<file path="src/rtl/crsi_pkg.sv">
// Shared types and fixed constants for the Catmull-Rom stroke interpolator.
// Used by crsi_front, crsi_back and the top level; no dependencies.
package crsi_pkg;

  localparam int ATTR_W    = 16;            // pressure, tilts, wheel, velocity, direction
  localparam int PT_ATTR_W = 6 * ATTR_W;    // attribute bits of one control point
  localparam int T_W       = 17;            // segment parameter, 65536 = 1.0
  localparam logic [T_W-1:0] T_ONE = 17'h10000;
  localparam int WGT_W     = 32;            // Q30 blend weights
  localparam int EW        = 54;            // weight polynomial width
  localparam int ACC_W     = 64;
  localparam int FRAC_W    = 30;
  localparam int DIV_W     = 17;            // divider numerator width
  localparam logic [15:0] PREC_RESET = 16'd256;
  localparam logic [15:0] DIR_HALF   = 16'h8000;

  localparam logic [2:0] FLD_X    = 3'd0;
  localparam logic [2:0] FLD_Y    = 3'd1;
  localparam logic [2:0] FLD_PRES = 3'd2;
  localparam logic [2:0] FLD_XT   = 3'd3;
  localparam logic [2:0] FLD_YT   = 3'd4;
  localparam logic [2:0] FLD_WH   = 3'd5;
  localparam logic [2:0] FLD_VEL  = 3'd6;
  localparam logic [1:0] TAP_LAST = 2'd3;

  typedef enum logic [2:0] {
    F_IDLE, F_CHK, F_SQX, F_SQY, F_SRCH, F_PUSH
  } front_state_t;

  typedef enum logic [3:0] {
    B_IDLE, B_DIVT, B_DIVD, B_STEP, B_T2, B_T3, B_WGT, B_MAC, B_OUT
  } back_state_t;

endpackage

</file>
<file path="src/rtl/crsi_front.sv">
// Front end: control point window, step precision register and step count search.
// Pushes one segment job per qualifying point; uses crsi_pkg.
module crsi_front #(
  parameter int MAX_POINTS  = 64,
  parameter int COORD_WIDTH = 24,
  parameter int PW   = 2 * COORD_WIDTH + crsi_pkg::PT_ATTR_W,
  parameter int CNTW = $clog2(MAX_POINTS + 1),
  parameter int JW   = 4 * PW + CNTW
) (
  input  logic          clk,
  input  logic          rst_n,
  input  logic          in_valid,
  output logic          in_ready,
  input  logic [PW-1:0] in_point,
  input  logic          cfg_valid,
  output logic          cfg_ready,
  input  logic [15:0]   cfg_data,
  output logic          job_valid,
  input  logic          job_ready,
  output logic [JW-1:0] job_data
);

  localparam int LW   = 16 + CNTW;
  localparam int DXW  = COORD_WIDTH + 1;
  localparam int CMPW = (DXW > LW) ? DXW : LW;

  crsi_pkg::front_state_t state_r, state_nxt;

  logic [PW-1:0]     win_r [4];
  logic [2:0]        held_r;
  logic [15:0]       prec_r;
  logic [CNTW-1:0]   cnt_r;
  logic [LW-1:0]     cm_r;
  logic [2*LW-1:0]   sqx_r;
  logic [2*LW:0]     s_r;

  logic [15:0]          prec;
  logic [LW-1:0]        lim;
  logic signed [DXW-1:0] dx, dy;
  logic [DXW-1:0]       adx, ady;
  logic [LW-1:0]        adx_t, ady_t;
  logic                 big;
  logic [2*LW-1:0]      sq;
  logic                 stop;
  logic                 in_acc;

  assign prec  = (prec_r == 16'd0) ? 16'd1 : prec_r;
  assign lim   = LW'(MAX_POINTS) * LW'(prec);
  assign dx    = DXW'($signed(win_r[2][COORD_WIDTH-1:0]))
               - DXW'($signed(win_r[1][COORD_WIDTH-1:0]));
  assign dy    = DXW'($signed(win_r[2][2*COORD_WIDTH-1:COORD_WIDTH]))
               - DXW'($signed(win_r[1][2*COORD_WIDTH-1:COORD_WIDTH]));
  assign adx   = dx[DXW-1] ? DXW'(-dx) : DXW'(dx);
  assign ady   = dy[DXW-1] ? DXW'(-dy) : DXW'(dy);
  assign adx_t = LW'(adx);
  assign ady_t = LW'(ady);
  assign big   = (CMPW'(adx) >= CMPW'(lim)) || (CMPW'(ady) >= CMPW'(lim));
  assign sq    = cm_r * cm_r;
  assign stop  = (cnt_r == CNTW'(MAX_POINTS)) || ((2*LW+1)'(sq) > s_r);

  assign in_ready  = (state_r == crsi_pkg::F_IDLE);
  assign in_acc    = in_valid && in_ready;
  assign cfg_ready = 1'b1;
  assign job_valid = (state_r == crsi_pkg::F_PUSH);
  assign job_data  = {cnt_r, win_r[3], win_r[2], win_r[1], win_r[0]};

  always_ff @(posedge clk) begin
    if (!rst_n) begin
      state_r <= crsi_pkg::F_IDLE;
    end else begin
      state_r <= state_nxt;
    end
  end

  always_comb begin
    state_nxt = state_r;
    unique case (state_r)
      crsi_pkg::F_IDLE: begin
        if (in_acc && held_r >= 3'd3) state_nxt = crsi_pkg::F_CHK;
      end
      crsi_pkg::F_CHK:  state_nxt = big ? crsi_pkg::F_PUSH : crsi_pkg::F_SQX;
      crsi_pkg::F_SQX:  state_nxt = crsi_pkg::F_SQY;
      crsi_pkg::F_SQY:  state_nxt = crsi_pkg::F_SRCH;
      crsi_pkg::F_SRCH: begin
        if (stop) state_nxt = (cnt_r == '0) ? crsi_pkg::F_IDLE : crsi_pkg::F_PUSH;
      end
      crsi_pkg::F_PUSH: begin
        if (job_ready) state_nxt = crsi_pkg::F_IDLE;
      end
      default: state_nxt = crsi_pkg::F_IDLE;
    endcase
  end

  always_ff @(posedge clk) begin
    if (!rst_n) begin
      held_r <= 3'd0;
      prec_r <= crsi_pkg::PREC_RESET;
    end else begin
      if (cfg_valid) prec_r <= cfg_data;
      if (in_acc && held_r != 3'd4) held_r <= held_r + 3'd1;
    end
  end

  // window: entry 0 is the oldest point
  always_ff @(posedge clk) begin
    if (in_acc) begin
      win_r[0] <= win_r[1];
      win_r[1] <= win_r[2];
      win_r[2] <= win_r[3];
      win_r[3] <= in_point;
    end
    unique case (state_r)
      crsi_pkg::F_CHK: begin
        cnt_r <= big ? CNTW'(MAX_POINTS) : '0;
        cm_r  <= LW'(prec);
      end
      crsi_pkg::F_SQX: sqx_r <= adx_t * adx_t;
      crsi_pkg::F_SQY: s_r <= (2*LW+1)'(sqx_r) + (2*LW+1)'(ady_t * ady_t);
      crsi_pkg::F_SRCH: begin
        if (!stop) begin
          cnt_r <= cnt_r + CNTW'(1);
          cm_r  <= cm_r + LW'(prec);
        end
      end
      default: ;
    endcase
  end

endmodule

</file>
<file path="config.mk">
export PLATFORM = sky130hd
export DESIGN_NAME = crsi_front
export DESIGN_NICKNAME = d
export VERILOG_FILES = /design/src/rtl/crsi_pkg.sv /design/src/rtl/crsi_front.sv
export SDC_FILE = /design/constraint.sdc
export NUM_CORES = 2
export LEC_CHECK = 0
export BUFFER_PORTS_ARGS = -buffer_cell sky130_fd_sc_hd__buf_4
export CORE_MARGIN = 4
export CORE_UTILIZATION = 39
export DETAILED_ROUTE_END_ITERATION = 10
export SLEW_MARGIN = 5
export SYNTH_ARGS = -nofsm -noshare
export SYNTH_HDL_FRONTEND = slang
export SYNTH_SLANG_ARGS = --single-unit
export TNS_END_PERCENT = 100
</file>
<file path="constraint.sdc">
create_clock -name clk -period 38.5 [get_ports clk]
set_input_delay 7.7 -clock clk [delete_from_list [all_inputs] [get_ports clk]]
set_output_delay 7.7 -clock clk [all_outputs]
set_load 0.02 [all_outputs]
</file>
==> run metrics <==
status=finished clean; Synth area leaders=fa_1, edfxtp_1, ha_1; Max FO, Critical Path=15; Critical Path AT=12.62 ns; Max Cap Viol=0; nets@finish=~9700; Placed Area=83400 um2; post-synthesis net count=roughly 8900; drt first pass iters=6; Hold Path Stages=0; hold_sp=win_r[3][122]; vias per cell=between 5 and 6; Initial Util=about two fifths; CP dominant cell by count=fa_1; Mapped Cells=about 6900; Primary FF master, synth=edfxtp_1; Fin Setup TNS=0 ns; Final HPWL DP=~190000 um; syn avg cell area=10.8 um2; final routed DRC violation total=0; vias in the first global route=55400; Hold Path Sink=win_r[2][122]; synth unique cells=105; RSZ-0062 raised after global routing=no; final setup violation count=0; crit share post-route=31.6%; Post-synth top cells=inv_1, fa_1, edfxtp_1; largest net degree at the start of global routing=183; CTS max path bufs=3; post-route cell area=86100 um2; DRT iter0 DRCs=about 3500; routed wire length=232000 um; fin crit period=~12 ns; die height=445 um; Ys Warns=0; GR Util All Layers=23.6%; # rows=160; number of synthesized register bits=720; WL/cell=22.7 um; htree depth=3; final count of pins violating max slew=0; post-route antenna net violation count=0; post-synthesis async set-or-reset flop share=0%; GR Overflow Total=0; P&R area growth vs syn=15.5%; CTS tree=done; worst reg2reg path startpoint=win_r[1][26]; Worst EP required=about 39 ns; Worst R2R End=s_r[42]; postcts setup bufs=0; critical path's slowest cell=nor3b_1; most common cell in the netlist=inv_1; Least-Margin Pin Slew=1.17 ns; initial antenna violation count=10; Post-Route Skew=0.0673 ns; die width=445 um; Synth Cell Area=approximately 75000 um2; first-pass GRT wire length=349000 um; clk sinks=720; Core Footprint=~190000 um2; IO buf count=749; Crit Path Category=reg -> reg; TritonCTS buffer count=80; ratio of cells with drive above 1 in the final layout=13.5%; sequential area share after synthesis=between 20% and 30%; CTS Root Cell=clkbuf_16; hold buffers post-CTS=0; vias post-DR=51300; reg2reg path depth=37; crit end category=register; R2R setup slack=26.33 ns; global placement routability congestion=between 0.9 and 1; post_cts resized=0; crit path from=win_r[1][26]; Clock transition at path regs=0.07 ns; Die ar.=198000 um2; Hold Crit Class=reg -> reg; max incr delay on CP=0.89 ns; area leader, netlist=fa_1; Hold Fails Final Rpt=0; Post-synth EDFFs=698; post-synth top area share=32.5%; crit path launch type=register; latest clock arrival within the worst-skew pair=roughly 0.72 ns; Slew HR=21.7%; # IOs=751; fmax=82.2 MHz
cell families after synthesis:
kind of cell               synth area share [%]
adders and majority gates                  43.4
xor gates and xnor gates                   2.94
buffers and inverters                      9.85
other                                    0.0101
muxes                                     0.358
AOI/OAI and AO/OA                          6.24
DFF                                        28.7
and+or+nand+nor                            8.52
worst max-delay path, delay by kind of cell, from the launching register on:
family,cells,cell delay (ns)
AOI/OAI and AO/OA,12,3.16
xor gates and xnor gates,3,0.63
and+or+nand+nor,7,2.25
adders and majority gates,9,4.15
buffers and inverters,6,1.23
DFF,1,0.44
cells in the final DEF, fill, tap and decap left out, types with 11 or more instances in the layout:
master	instances
nand2_1	511
o31ai_1	15
nor2b_1	44
nor3_1	37
a21boi_0	11
a211o_1	15
o21bai_1	27
xor2_1	68
clkbuf_16	80
a21o_1	115
clkinv_1	17
a31oi_1	22
ha_1	648
nand3_1	53
edfxtp_1	698
mux2i_1	21
nor4_1	13
o21ai_0	113
inv_1	1766
fa_1	1210
nor2_1	456
a211oi_1	21
a21oi_1	194
xnor2_1	163
dfxtp_1	22
and3_1	16
or2_2	14
nor3b_1	11
o211ai_1	14
o21a_1	45
clkinv_2	14
clkbuf_1	14
and2_1	114
buf_4	836
nand2b_1	46
nand4_1	34
layer usage:
layer,part of all wire [%],GRT usage [%],wire (um)
met5,0.0078,0,18
met4,4.0,8.21,9270
met3,6.9,4.66,15900
met2,50,41.6,117000
met1,39,28.9,89900
how the worst max path moves through the flow:
stage                              end  slack [ns]
final                          s_r[42]       26.33
after global routing           s_r[45]       25.62
after CTS                      s_r[45]       26.45
after detailed placement  win_r[0][68]       25.77
after global placement    win_r[0][82]       25.86
after floorplan            win_r[0][0]       18.73
through the flow:
stage | setup WS, ns | util [%] | instances | hold WS (ns)
3_3_place_gp | 25.86 | 43.9 | 10100 | 0.430
3_5_place_dp | 25.77 | 43.9 | 10100 | 0.434
2_1_floorplan | 18.73 | - | 6898 | 0.485
5_1_grt | 25.62 | 45.3 | 10200 | 0.406
6_report | 26.33 | 45.3 | 10200 | 0.420
4_1_cts | 26.45 | 45.3 | 10200 | 0.385
area by class of cell:
class / count / area (um2)
tap: 2511 / 3140
fill: 17900 / 104000
clock buffer: 96 / 2080
inverter: 1780 / 6690
clock inverter: 52 / 614
sequential: 720 / 21400
multi-input combinational: 4227 / 45900
timing repair buffer: 837 / 6300
antenna: 3 / 7.51
flip-flops by register name (all words and copies together) (netlist names):
signal	cells
cnt_r	7
sqx_r	45
held_r	3
prec_r	16
s_r	47
state_r	3
cm_r	23
win_r	576
Power is not shown: default switching activity piles up to over one toggle a cycle in this logic, so the estimate is an artifact.
