<file path="src/rtl/crsi_fifo.sv">
// Two-entry job queue between the front end and the interpolation back end.
// Self-contained; no package use.
module crsi_fifo #(
  parameter int DW = 8
) (
  input  logic          clk,
  input  logic          rst_n,
  input  logic          in_valid,
  output logic          in_ready,
  input  logic [DW-1:0] in_data,
  output logic          out_valid,
  input  logic          out_ready,
  output logic [DW-1:0] out_data
);

  logic [DW-1:0] mem_r [2];
  logic          wr_ptr_r, rd_ptr_r;
  logic [1:0]    cnt_r;
  logic          push, pop;

  assign in_ready  = (cnt_r != 2'd2);
  assign out_valid = (cnt_r != 2'd0);
  assign out_data  = mem_r[rd_ptr_r];
  assign push      = in_valid && in_ready;
  assign pop       = out_valid && out_ready;

  always_ff @(posedge clk) begin
    if (push) mem_r[wr_ptr_r] <= in_data;
  end

  always_ff @(posedge clk) begin
    if (!rst_n) begin
      wr_ptr_r <= 1'b0;
      rd_ptr_r <= 1'b0;
      cnt_r    <= 2'd0;
    end else begin
      if (push) wr_ptr_r <= ~wr_ptr_r;
      if (pop)  rd_ptr_r <= ~rd_ptr_r;
      cnt_r <= cnt_r + {1'b0, push} - {1'b0, pop};
    end
  end

endmodule

</file>
<file path="config.mk">
export PLATFORM = sky130hd
export DESIGN_NAME = crsi_fifo
export DESIGN_NICKNAME = d
export VERILOG_FILES = /design/src/rtl/crsi_fifo.sv
export SDC_FILE = /design/constraint.sdc
export NUM_CORES = 1
export LEC_CHECK = 0
export ABC_AREA = 1
export BUFFER_PORTS_ARGS = -buffer_cell sky130_fd_sc_hd__buf_2
export CAP_MARGIN = 20
export CORE_MARGIN = 5
export CORE_UTILIZATION = 45
export CTS_CLUSTER_SIZE = 40
export DETAILED_ROUTE_END_ITERATION = 16
export PLACE_DENSITY = 0.67
export SETUP_SLACK_MARGIN = 0.2
export SYNTH_ARGS = -nofsm -noshare
export SYNTH_HDL_FRONTEND = slang
export SYNTH_SLANG_ARGS = --single-unit
</file>
<file path="constraint.sdc">
create_clock -name clk -period 1.66 [get_ports clk]
set_clock_uncertainty 0.1 [all_clocks]
set_input_delay 0.249 -clock clk [delete_from_list [all_inputs] [get_ports clk]]
set_output_delay 0.249 -clock clk [all_outputs]
set_load 0.005 [all_outputs]
</file>
==> results of run 1 <==
==> placed cells by master (no fill, tap or decap) <==
| cell type | n |
|---|---|
| nand3_1 | 1 |
| ha_4 | 2 |
| a21oi_2 | 1 |
| clkbuf_4 | 3 |
| edfxtp_1 | 16 |
| nand2_1 | 4 |
| clkbuf_1 | 1 |
| nand3_2 | 2 |
| nor2_1 | 6 |
| inv_2 | 1 |
| nor2_4 | 2 |
| buf_4 | 5 |
| buf_2 | 13 |
| dfxtp_1 | 2 |
| nand2_4 | 2 |
| inv_1 | 4 |
| inv_4 | 2 |
| nand2_2 | 3 |
| dfxtp_4 | 2 |
| dfxtp_2 | 1 |
| buf_6 | 8 |
| buf_8 | 1 |
| mux2_4 | 8 |
| a21oi_1 | 1 |
==> state kept, by name, summed over array words and instances (netlist names), named ones only <==
name,cells
cnt_r,2
rd_ptr_r,1
mem_r,16
wr_ptr_r,1
==> worst min-delay path by stage <==
stage	from	endpoint	slack, ps	cells past startpoint
4_1_cts	in_data[3]	mem_r[1][3]	40	1
6_report	in_data[5]	mem_r[0][5]	50	1
2_1_floorplan	rst_n	cnt_r[0]	240	2
3_3_place_gp	in_data[7]	mem_r[0][7]	340	1
3_5_place_dp	in_data[7]	mem_r[1][7]	340	1
5_1_grt	in_data[2]	mem_r[0][2]	20	1
==> cells by family after synthesis <==
family	after synthesis	share of synthesized area (%)
and+or+nand+nor	20	11.3
DFF	21	66.6
adders and majority gates	2	2.87
AOI/OAI and AO/OA	2	1.15
muxes	8	13.8
buffers and inverters	8	4.30
==> per-layer routing <==
metal | wire, um | GRT usage (%)
met5 | 0 | 0
met1 | 532 | 10.2
met4 | 17 | 5.81
met3 | 86 | 3.05
met2 | 825 | 20.0
==> power by group <==
group	leakage (nW)	internal [W]	switching [W]	total (W)
clock	0.0150	0.0000931	0.000134	0.000227
combinational	0.297	0.000458	0.000351	0.000809
sequential	0.192	0.000690	0.0000670	0.000757
total	0.504	0.00124	0.000552	0.00179
==> through the flow <==
step / worst slack, ps / instances
final: 117 / 118
after global routing: 55.8 / 118
after CTS: 105 / 116
after detailed placement: 143 / 110
after global placement: 190 / 110
after floorplan: 214 / 61
==> area by class of cell <==
cell class | count | area, um^2
clock buffers | 4 | 26.3
fillers | 152 | 703
multi-input cells | 32 | 310
inverters | 7 | 31.3
well taps | 27 | 33.8
flip-flops and latches | 21 | 589
repair buffers | 27 | 208
==> what timing repair did <==
item / CTS / global route
gates resized for setup: 22 / 3
setup buffers: 2 / 2
gates cloned: 0 / 0
setup endpoints to repair: 9 / 14
pin swaps: 5 / 6
==> critical path, delay by kind of cell (launching register included) <==
| family | cells | cell delay (ps) |
|---|---|---|
| buf+inv | 2 | 250 |
| flops | 1 | 350 |
| mux | 1 | 310 |
==> flow_summary.json, run 1 <==
{
  "rrSetupSlack_ps": 170,
  "hold_violations": 0,
  "initial_core_util_pct": 45.9,
  "synth_edf_count": 16,
  "core_area_mm2": 0.00190,
  "setup_viol": 0,
  "whs_ps": 48.3,
  "p_per_area_mw_per_mm2": 1500,
  "grt_max_degree": 12,
  "cp_max_fo": 8,
  "nets": 106,
  "endpoint_kind": "primary output",
  "synth.top_cell.area_share_pct": 55.1,
  "drive_gt1_share_pct": 61.5,
  "layout.cell_area.non_filler_mm2": 0.00120,
  "num_rows": 16,
  "r2r_cells": 9,
  "r2r-end": "cnt_r[1]",
  "ant_nets": 0,
  "max_stage_delay_ps": 350,
  "drc_errors": 0,
  "synth.net_count": 75,
  "finalPower_w": 0.00179,
  "cts_hold_buf": 0,
  "grt_pass1_vias": 533,
  "ios": 22,
  "async_flop_share_pct": 0,
  "wl_um": 1460,
  "insertion_delay_ps": 280,
  "cts_tree": "yes",
  "antenna_cells": 0,
  "p_leak_nw": 0.504,
  "antenna_found_initial": 0,
  "finalCriticalPeriod_ps": 1540,
  "maxCapViolCount": 0,
  "syn-mean-instance-area_um2": 14.3,
  "yosysWarnings": 0,
  "slew_headroom_pct": 78.8,
  "hold_path.class": "in -> reg",
  "grt_usage_pct": 10.6,
  "dieHeight_um": 54.0,
  "fmax_mhz": 648,
  "drv_slew": 0,
  "outcome": "complete, no violations",
  "yosysSeqAreaShare_pct": 66.6,
  "gp_congestion": 0.734,
  "area_delta_synth_final_pct": 37.4,
  "clk_pin_slew_worst_paths_ps": 110,
  "die_area_mm2": 0.00292,
  "arrival_ps": 1190,
  "path_cells": "buf_8 -> mux2_4 -> buf_6",
  "setup_tns_ps": 0,
  "routed_via_density": 4.57,
  "synth_flop_cell": "edfxtp_1",
  "grt_overflow_total": 0,
  "hpwl_um": 999,
  "syn_inst": 61,
  "grt_pass1_wl_um": 2130,
  "wl_per_cell_um": 12.4,
  "cts_buffers": 3,
  "crit_type": "reg -> out",
  "synth_area_leader_cell": "edfxtp_1",
  "cts_buffer_depth": 2,
  "synth_top_cells_by_count": "edfxtp_1 (16), mux2_4 (8), inv_1 (7), nand2_1 (7), nor2_1 (6)",
  "rsz0062_at_grt": "true",
  "cts.sinks": 21,
  "dpl_cell_area_mm2": 0.00103,
  "critPathSlowestCell": "dfxtp_2",
  "crit_end": "out_data[3]",
  "portBuffers": 21,
  "yosysUniqueCellTypes": 14,
  "ctsRootBufferMaster": "clkbuf_4",
  "worstPathRequired_ps": 1310,
  "min_period_over_period_pct": 92.9,
  "die_w_um": 54.0,
  "synth_area_um2": 872,
  "worst_pin_slew_ps": 318,
  "drtIter0Drc": 2,
  "yosys-top-cells-area": "edfxtp_1 (55%), mux2_4 (14%), dfxtp_1 (11%)",
  "ctsHtreeMaxLevel": 1,
  "vias": 539,
  "drt-pass1-iter-count": 3,
  "ir_worst_vdd_mv": 0.904,
  "synth-seq-cells": 21,
  "synth.most_common_cell": "edfxtp_1",
  "fin_util_pct": 63.0,
  "worstReg2RegStart": "cnt_r[0]",
  "cp-start-kind": "register"
}
No activity file was read; power rests on OpenSTA's default activity.
==> run 2: changes to the inputs <==
--- a/config.mk
+++ b/config.mk
@@ -13,6 +13,7 @@
 export CTS_CLUSTER_SIZE = 40
 export DETAILED_ROUTE_END_ITERATION = 16
 export PLACE_DENSITY = 0.67
+export RECOVER_POWER = 50
 export SETUP_SLACK_MARGIN = 0.2
 export SYNTH_ARGS = -nofsm -noshare
 export SYNTH_HDL_FRONTEND = slang
==> run 2 against run 1 <==
Effect of this change: combinational power is 2% lower; register-to-register slack worse by 60 ps; critical path type is now reg -> reg; highest routed layer unchanged; core utilization is 0.92 points lower.
==> flow_summary.json, run 2 (synthesized netlist as in run 1, its figures left out) <==
{
  "hold_violations": 0,
  "drv_slew": 0,
  "r2r-end": "cnt_r[1]",
  "hold_path.class": "in -> reg",
  "hpwl_um": 999,
  "grt_pass1_wl_um": 2130,
  "wl_um": 1460,
  "fmax_mhz": 646,
  "fillers": 157,
  "arrival_ps": 1640,
  "gp_congestion": 0.734,
  "use_met1_pct": 10.2,
  "rsz0062_at_grt": "true",
  "final_cell_mix": "edfxtp_1 (16), buf_2 (11), mux2_4 (8), buf_6 (8), nor2_1 (6)",
  "area_delta_synth_final_pct": 35.4,
  "cts.sinks": 21,
  "multiInputGateArea_um2": 303,
  "dpl_worst_slack_ps": 143,
  "initial_core_util_pct": 45.9,
  "dpl_cell_area_mm2": 0.00103,
  "whs_endpoint": "mem_r[1][7]",
  "endpoint_kind": "register",
  "drt-pass1-iter-count": 2,
  "setup_viol": 0,
  "outcome": "complete, no violations",
  "antenna_cells": 0,
  "min_period_over_period_pct": 93.3,
  "num_rows": 16,
  "worst_pin_slew_ps": 456,
  "grt_pass1_vias": 533,
  "p_per_area_mw_per_mm2": 1500,
  "grt_util_met2_pct": 20.0,
  "regArea_um2": 586,
  "maxCapViolCount": 0,
  "layout.cell_area.non_filler_mm2": 0.00118,
  "routed_via_density": 4.56,
  "cp-start-kind": "register",
  "drtIter0Drc": 2,
  "die_area_mm2": 0.00292,
  "antenna_found_initial": 0,
  "grt_overflow_total": 0,
  "drive_gt1_share_pct": 56.0,
  "grt_usage_pct": 10.6,
  "whs_path_depth": 1,
  "fin_ws_ps": 111,
  "cts_tree": "yes",
  "crit_type": "reg -> reg",
  "largest_register_ffs": 16,
  "grtUsageMet3_pct": 3.05,
  "core_area_mm2": 0.00190,
  "setup_tns_ps": 0,
  "cts_buffer_depth": 2,
  "grt_max_degree": 12,
  "slew_headroom_pct": 69.6,
  "nets": 106,
  "clk_pin_slew_worst_paths_ps": 110,
  "ctsRootBufferMaster": "clkbuf_4",
  "ios": 22,
  "ctsHtreeMaxLevel": 1,
  "mostFrequentLayoutCell": "edfxtp_1",
  "die_w_um": 54.0,
  "cp_max_fo": 3,
  "vias": 538,
  "top_register": "mem_r",
  "worstPathRequired_ps": 1750,
  "ant_nets": 0,
  "wl_per_cell_um": 12.3,
  "grt-busiest-layer": "met2",
  "portBuffers": 21,
  "r2r_cells": 8,
  "worstReg2RegStart": "cnt_r[1]",
  "holdCritStartpoint": "in_data[7]",
  "p_leak_nw": 0.492,
  "reg.largest.list": "mem_r x16, cnt_r x2",
  "cts_hold_buf": 0,
  "cts_buffers": 3,
  "finalCriticalPeriod_ps": 1550,
  "ir_worst_vdd_mv": 0.903,
  "insertion_delay_ps": 280,
  "rrSetupSlack_ps": 110,
  "drc_errors": 0,
  "dieHeight_um": 54.0
}
==> run 2: cell type report <==
| type | count | share of cell area (%) |
|---|---|---|
| multi-input combinational | 32 | 25.6 |
| timing repair buffer | 27 | 17.1 |
| inverter | 7 | 2.65 |
| sequential | 21 | 49.6 |
| tap | 27 | 2.86 |
| clock buffer | 4 | 2.22 |
==> run 2: worst max-delay path, cell delays in order, from the launching register on <==
cell	delay [ps]
dfxtp_1	460
nor2_4	50
nor2_4	150
ha_4	220
inv_4	60
ha_4	140
nand2_2	80
a21oi_2	150
nor2_1	50
==> run 2: per-layer routing <==
metal | part of all wire (%) | vias up
met5 | 0 | -
met4 | 1.2 | 0
met3 | 5.8 | 2
met2 | 56 | 15
met1 | 36 | 252
li1 | - | 269
==> run 2: worst max-delay path by stage <==
| stage | from | end | cells past startpoint |
|---|---|---|---|
| floorplan | cnt_r[0] | cnt_r[1] | 10 |
| global placement | cnt_r[0] | cnt_r[1] | 10 |
| detailed placement | cnt_r[0] | cnt_r[1] | 10 |
| CTS | register | out_data[3] | 3 |
| global route | cnt_r[1] | cnt_r[1] | 9 |
| finish | cnt_r[1] | cnt_r[1] | 8 |
==> run 2: power breakdown <==
group | total (W) | switching (W) | internal, W
logic | 0.000792 | 0.000345 | 0.000447
clock network | 0.000226 | 0.000133 | 0.0000931
registers | 0.000751 | 0.0000671 | 0.000684
==> run 2: repair_timing <==
item | CTS | global route
setup buffers | 2 | 2
gates resized for setup | 22 | 3
endpoints found under the hold margin | 0 | 0
pin swaps | 5 | 6
setup endpoints to repair | 9 | 14
==> run 2: through the flow <==
step | total power (W) | std cells | utilization (%) | hold WS [ps]
after detailed placement | 0.00127 | 110 | 54.0 | 343
after floorplan | 0.00111 | 61 | - | 242
after global routing | 0.00189 | 118 | 62.1 | 20.0
after CTS | 0.00171 | 116 | 61.5 | 42.4
final | 0.00177 | 118 | 62.1 | 48.9
after global placement | 0.00126 | 110 | 54.0 | 337
==> run 3: changes to the inputs <==
--- a/config.mk
+++ b/config.mk
@@ -5,14 +5,12 @@
 export SDC_FILE = /design/constraint.sdc
 export NUM_CORES = 1
 export LEC_CHECK = 0
-export ABC_AREA = 1
 export BUFFER_PORTS_ARGS = -buffer_cell sky130_fd_sc_hd__buf_2
 export CAP_MARGIN = 20
-export CORE_MARGIN = 5
 export CORE_UTILIZATION = 45
 export CTS_CLUSTER_SIZE = 40
 export DETAILED_ROUTE_END_ITERATION = 16
-export PLACE_DENSITY = 0.67
+export PLACE_DENSITY = 0.68
 export RECOVER_POWER = 50
 export SETUP_SLACK_MARGIN = 0.2
 export SYNTH_ARGS = -nofsm -noshare
==> run 3 against run 2 <==
Effect of this change: fmax down 3.4%; power down 8.1%; clock power about the same; cell area down 3.2%; final cell count down 14%; sequential share of layout area up 2.2 points; critical endpoint unchanged; highest routed layer is now met3.
==> flow_summary.json, run 3 <==
{
  "cts_buffer_depth": 2,
  "maxCapViolCount": 0,
  "dieHeight_um": 44.4,
  "setup_viol": 0,
  "fmax_mhz": 624,
  "drtIter0Drc": 10,
  "hold_violations": 0,
  "vias": 475,
  "p_leak_nw": 0.454,
  "cts_tree": "yes",
  "setup_tns_ps": 0,
  "area_delta_synth_final_pct": 41.0,
  "worst_pin_slew_ps": 471,
  "p_per_area_mw_per_mm2": 1420,
  "cts.sinks": 21,
  "min_period_over_period_pct": 96.6,
  "hpwl_um": 833,
  "synth_top_cells_by_count": "edfxtp_1 (16), mux2_2 (8), dfxtp_1 (5)",
  "nets": 93,
  "cp_max_fo": 3,
  "wl_um": 1220,
  "ctsRootBufferMaster": "clkbuf_4",
  "synth.top_cell.area_share_pct": 59.3,
  "grt_max_degree": 12,
  "cts_hold_buf": 0,
  "yosysUniqueCellTypes": 16,
  "die_w_um": 44.4,
  "synth.net_count": 63,
  "core_area_mm2": 0.00159,
  "synth_area_leader_cell": "edfxtp_1",
  "clk_pin_slew_worst_paths_ps": 100,
  "hold_path.class": "in -> reg",
  "cp-start-kind": "register",
  "whs_path_depth": 1,
  "grt_pass1_vias": 486,
  "finalPower_w": 0.00163,
  "drv_slew": 0,
  "antenna_cells": 0,
  "ctsHtreeMaxLevel": 1,
  "mostFrequentLayoutCell": "edfxtp_1",
  "synth_area_um2": 811,
  "initial_core_util_pct": 50.9,
  "fillers": 118,
  "crit_type": "reg -> reg",
  "synth_edf_count": 16,
  "syn_inst": 49,
  "r2r_cells": 7,
  "async_flop_share_pct": 0,
  "grt_usage_pct": 13.9,
  "wl_per_cell_um": 12.0,
  "slew_headroom_pct": 68.6,
  "syn-mean-instance-area_um2": 16.5,
  "num_rows": 14,
  "gp_congestion": 0.636,
  "synth.most_common_cell": "edfxtp_1",
  "yosysSeqAreaShare_pct": 71.6,
  "outcome": "complete, no violations",
  "ios": 22,
  "top_register": "mem_r",
  "drc_errors": 0,
  "ir_worst_vdd_mv": 0.897,
  "yosysWarnings": 0,
  "antenna_found_initial": 0,
  "die_area_mm2": 0.00198,
  "largest_register_ffs": 16,
  "grt_overflow_total": 0,
  "insertion_delay_ps": 290,
  "synth_flop_cell": "edfxtp_1",
  "rsz0062_at_grt": "true",
  "arrival_ps": 1690,
  "worstPathRequired_ps": 1750,
  "yosys-top-cells-area": "edfxtp_1 (59%), dfxtp_1 (12%), mux2_2 (11%)",
  "grt_pass1_wl_um": 1880,
  "routed_via_density": 4.66,
  "portBuffers": 21,
  "reg.largest.list": "mem_r x16, cnt_r x2",
  "endpoint_kind": "register",
  "ant_nets": 0,
  "cts_buffers": 3,
  "drt-pass1-iter-count": 2,
  "finalCriticalPeriod_ps": 1600,
  "drive_gt1_share_pct": 57.7,
  "synth-seq-cells": 21,
  "final_cell_mix": "edfxtp_1 (16), buf_2 (11), mux2_4 (8), buf_6 (8)"
}
[run 3: cell count changes in the layout (fill, tap and decap cells not counted), sizes merged, moves of 2 or more]
cell    previous run  this run
nand2b             0         2
nand2              9         2
xnor2              0         3
a21oi              2         0
nor2b              0         2
nand3              3         0
inv                7         1
nor2               8         1
and2               0         2
[run 3: final timing paths]
| kind | slack, ps | to | from |
|---|---|---|---|
| worst min-delay path | 40 | mem_r[0][1] | in_data[1] |
| worst max register to register | 60 | cnt_r[1] | cnt_r[0] |
| worst max-delay path | 60 | cnt_r[1] | cnt_r[0] |
| worst min register to register | 400 | wr_ptr_r | wr_ptr_r |
[run 3: stage by stage]
stage | util (%) | hold WS, ps | setup WS, ps | cell area (um^2) | instances
final | 71.7 | 40.9 | 57.0 | 1140 | 102
after global routing | 71.7 | 21.1 | 17.0 | 1140 | 102
after CTS | 71.5 | 32.2 | 54.4 | 1140 | 102
after detailed placement | 63.3 | 341 | 54.8 | 1010 | 94
after global placement | 63.3 | 337 | 80.7 | 1010 | 94
after floorplan | - | 248 | 90.1 | 872 | 49
[run 3: cell families (layout without fill, tap and decap cells)]
logic type / count (synthesis) / in the layout / synth area share (%)
AND/OR/NAND/NOR: 11 / 11 / 7.56
AO/OA/AOI/OAI: 1 / 1 / 1.08
buffers and inverters: 2 / 31 / 1.08
flip-flops: 21 / 21 / 71.6
multiplexers: 9 / 9 / 12.3
adder cells (fa/ha/maj): 2 / 2 / 3.09
XOR/XNOR: 3 / 3 / 3.24
[run 3: layer usage]
layer | global-route usage (%) | routed length [um] | vias to the layer above
met5 | 0 | 0 | -
met4 | 5.45 | 0 | 0
met3 | 4.90 | 41 | 0
met2 | 24.7 | 641 | 15
met1 | 14.9 | 541 | 223
li1 | - | - | 237
[run 3: report_power, final]
part / total [W] / internal (W) / switching (W)
Sequential: 0.000764 / 0.000686 / 0.0000774
Clock: 0.000228 / 0.0000933 / 0.000135
Combinational: 0.000634 / 0.000417 / 0.000217
Total: 0.00163 / 0.00120 / 0.000430
[run 3: critical path: stages, from the launching register on]
cell,delay [ps]
dfxtp_4,360
o21a_4,220
ha_4,260
inv_2,40
ha_4,150
xnor2_2,130
xnor2_1,120
and2_1,130
[run 3: repair_timing]
item	CTS	global route
endpoints found under the setup margin	9	10
buffers inserted	4	0
resized for setup	16	2
[run 3: area by class of cell]
cell class / instances / area [um^2] / area share (%)
inverters: 1 / 3.75 / 0.328
repair buffers: 26 / 186 / 16.3
clock buffers: 4 / 26.3 / 2.30
well taps: 24 / 30.0 / 2.63
multi-input cells: 26 / 305 / 26.7
flip-flops and latches: 21 / 592 / 51.8
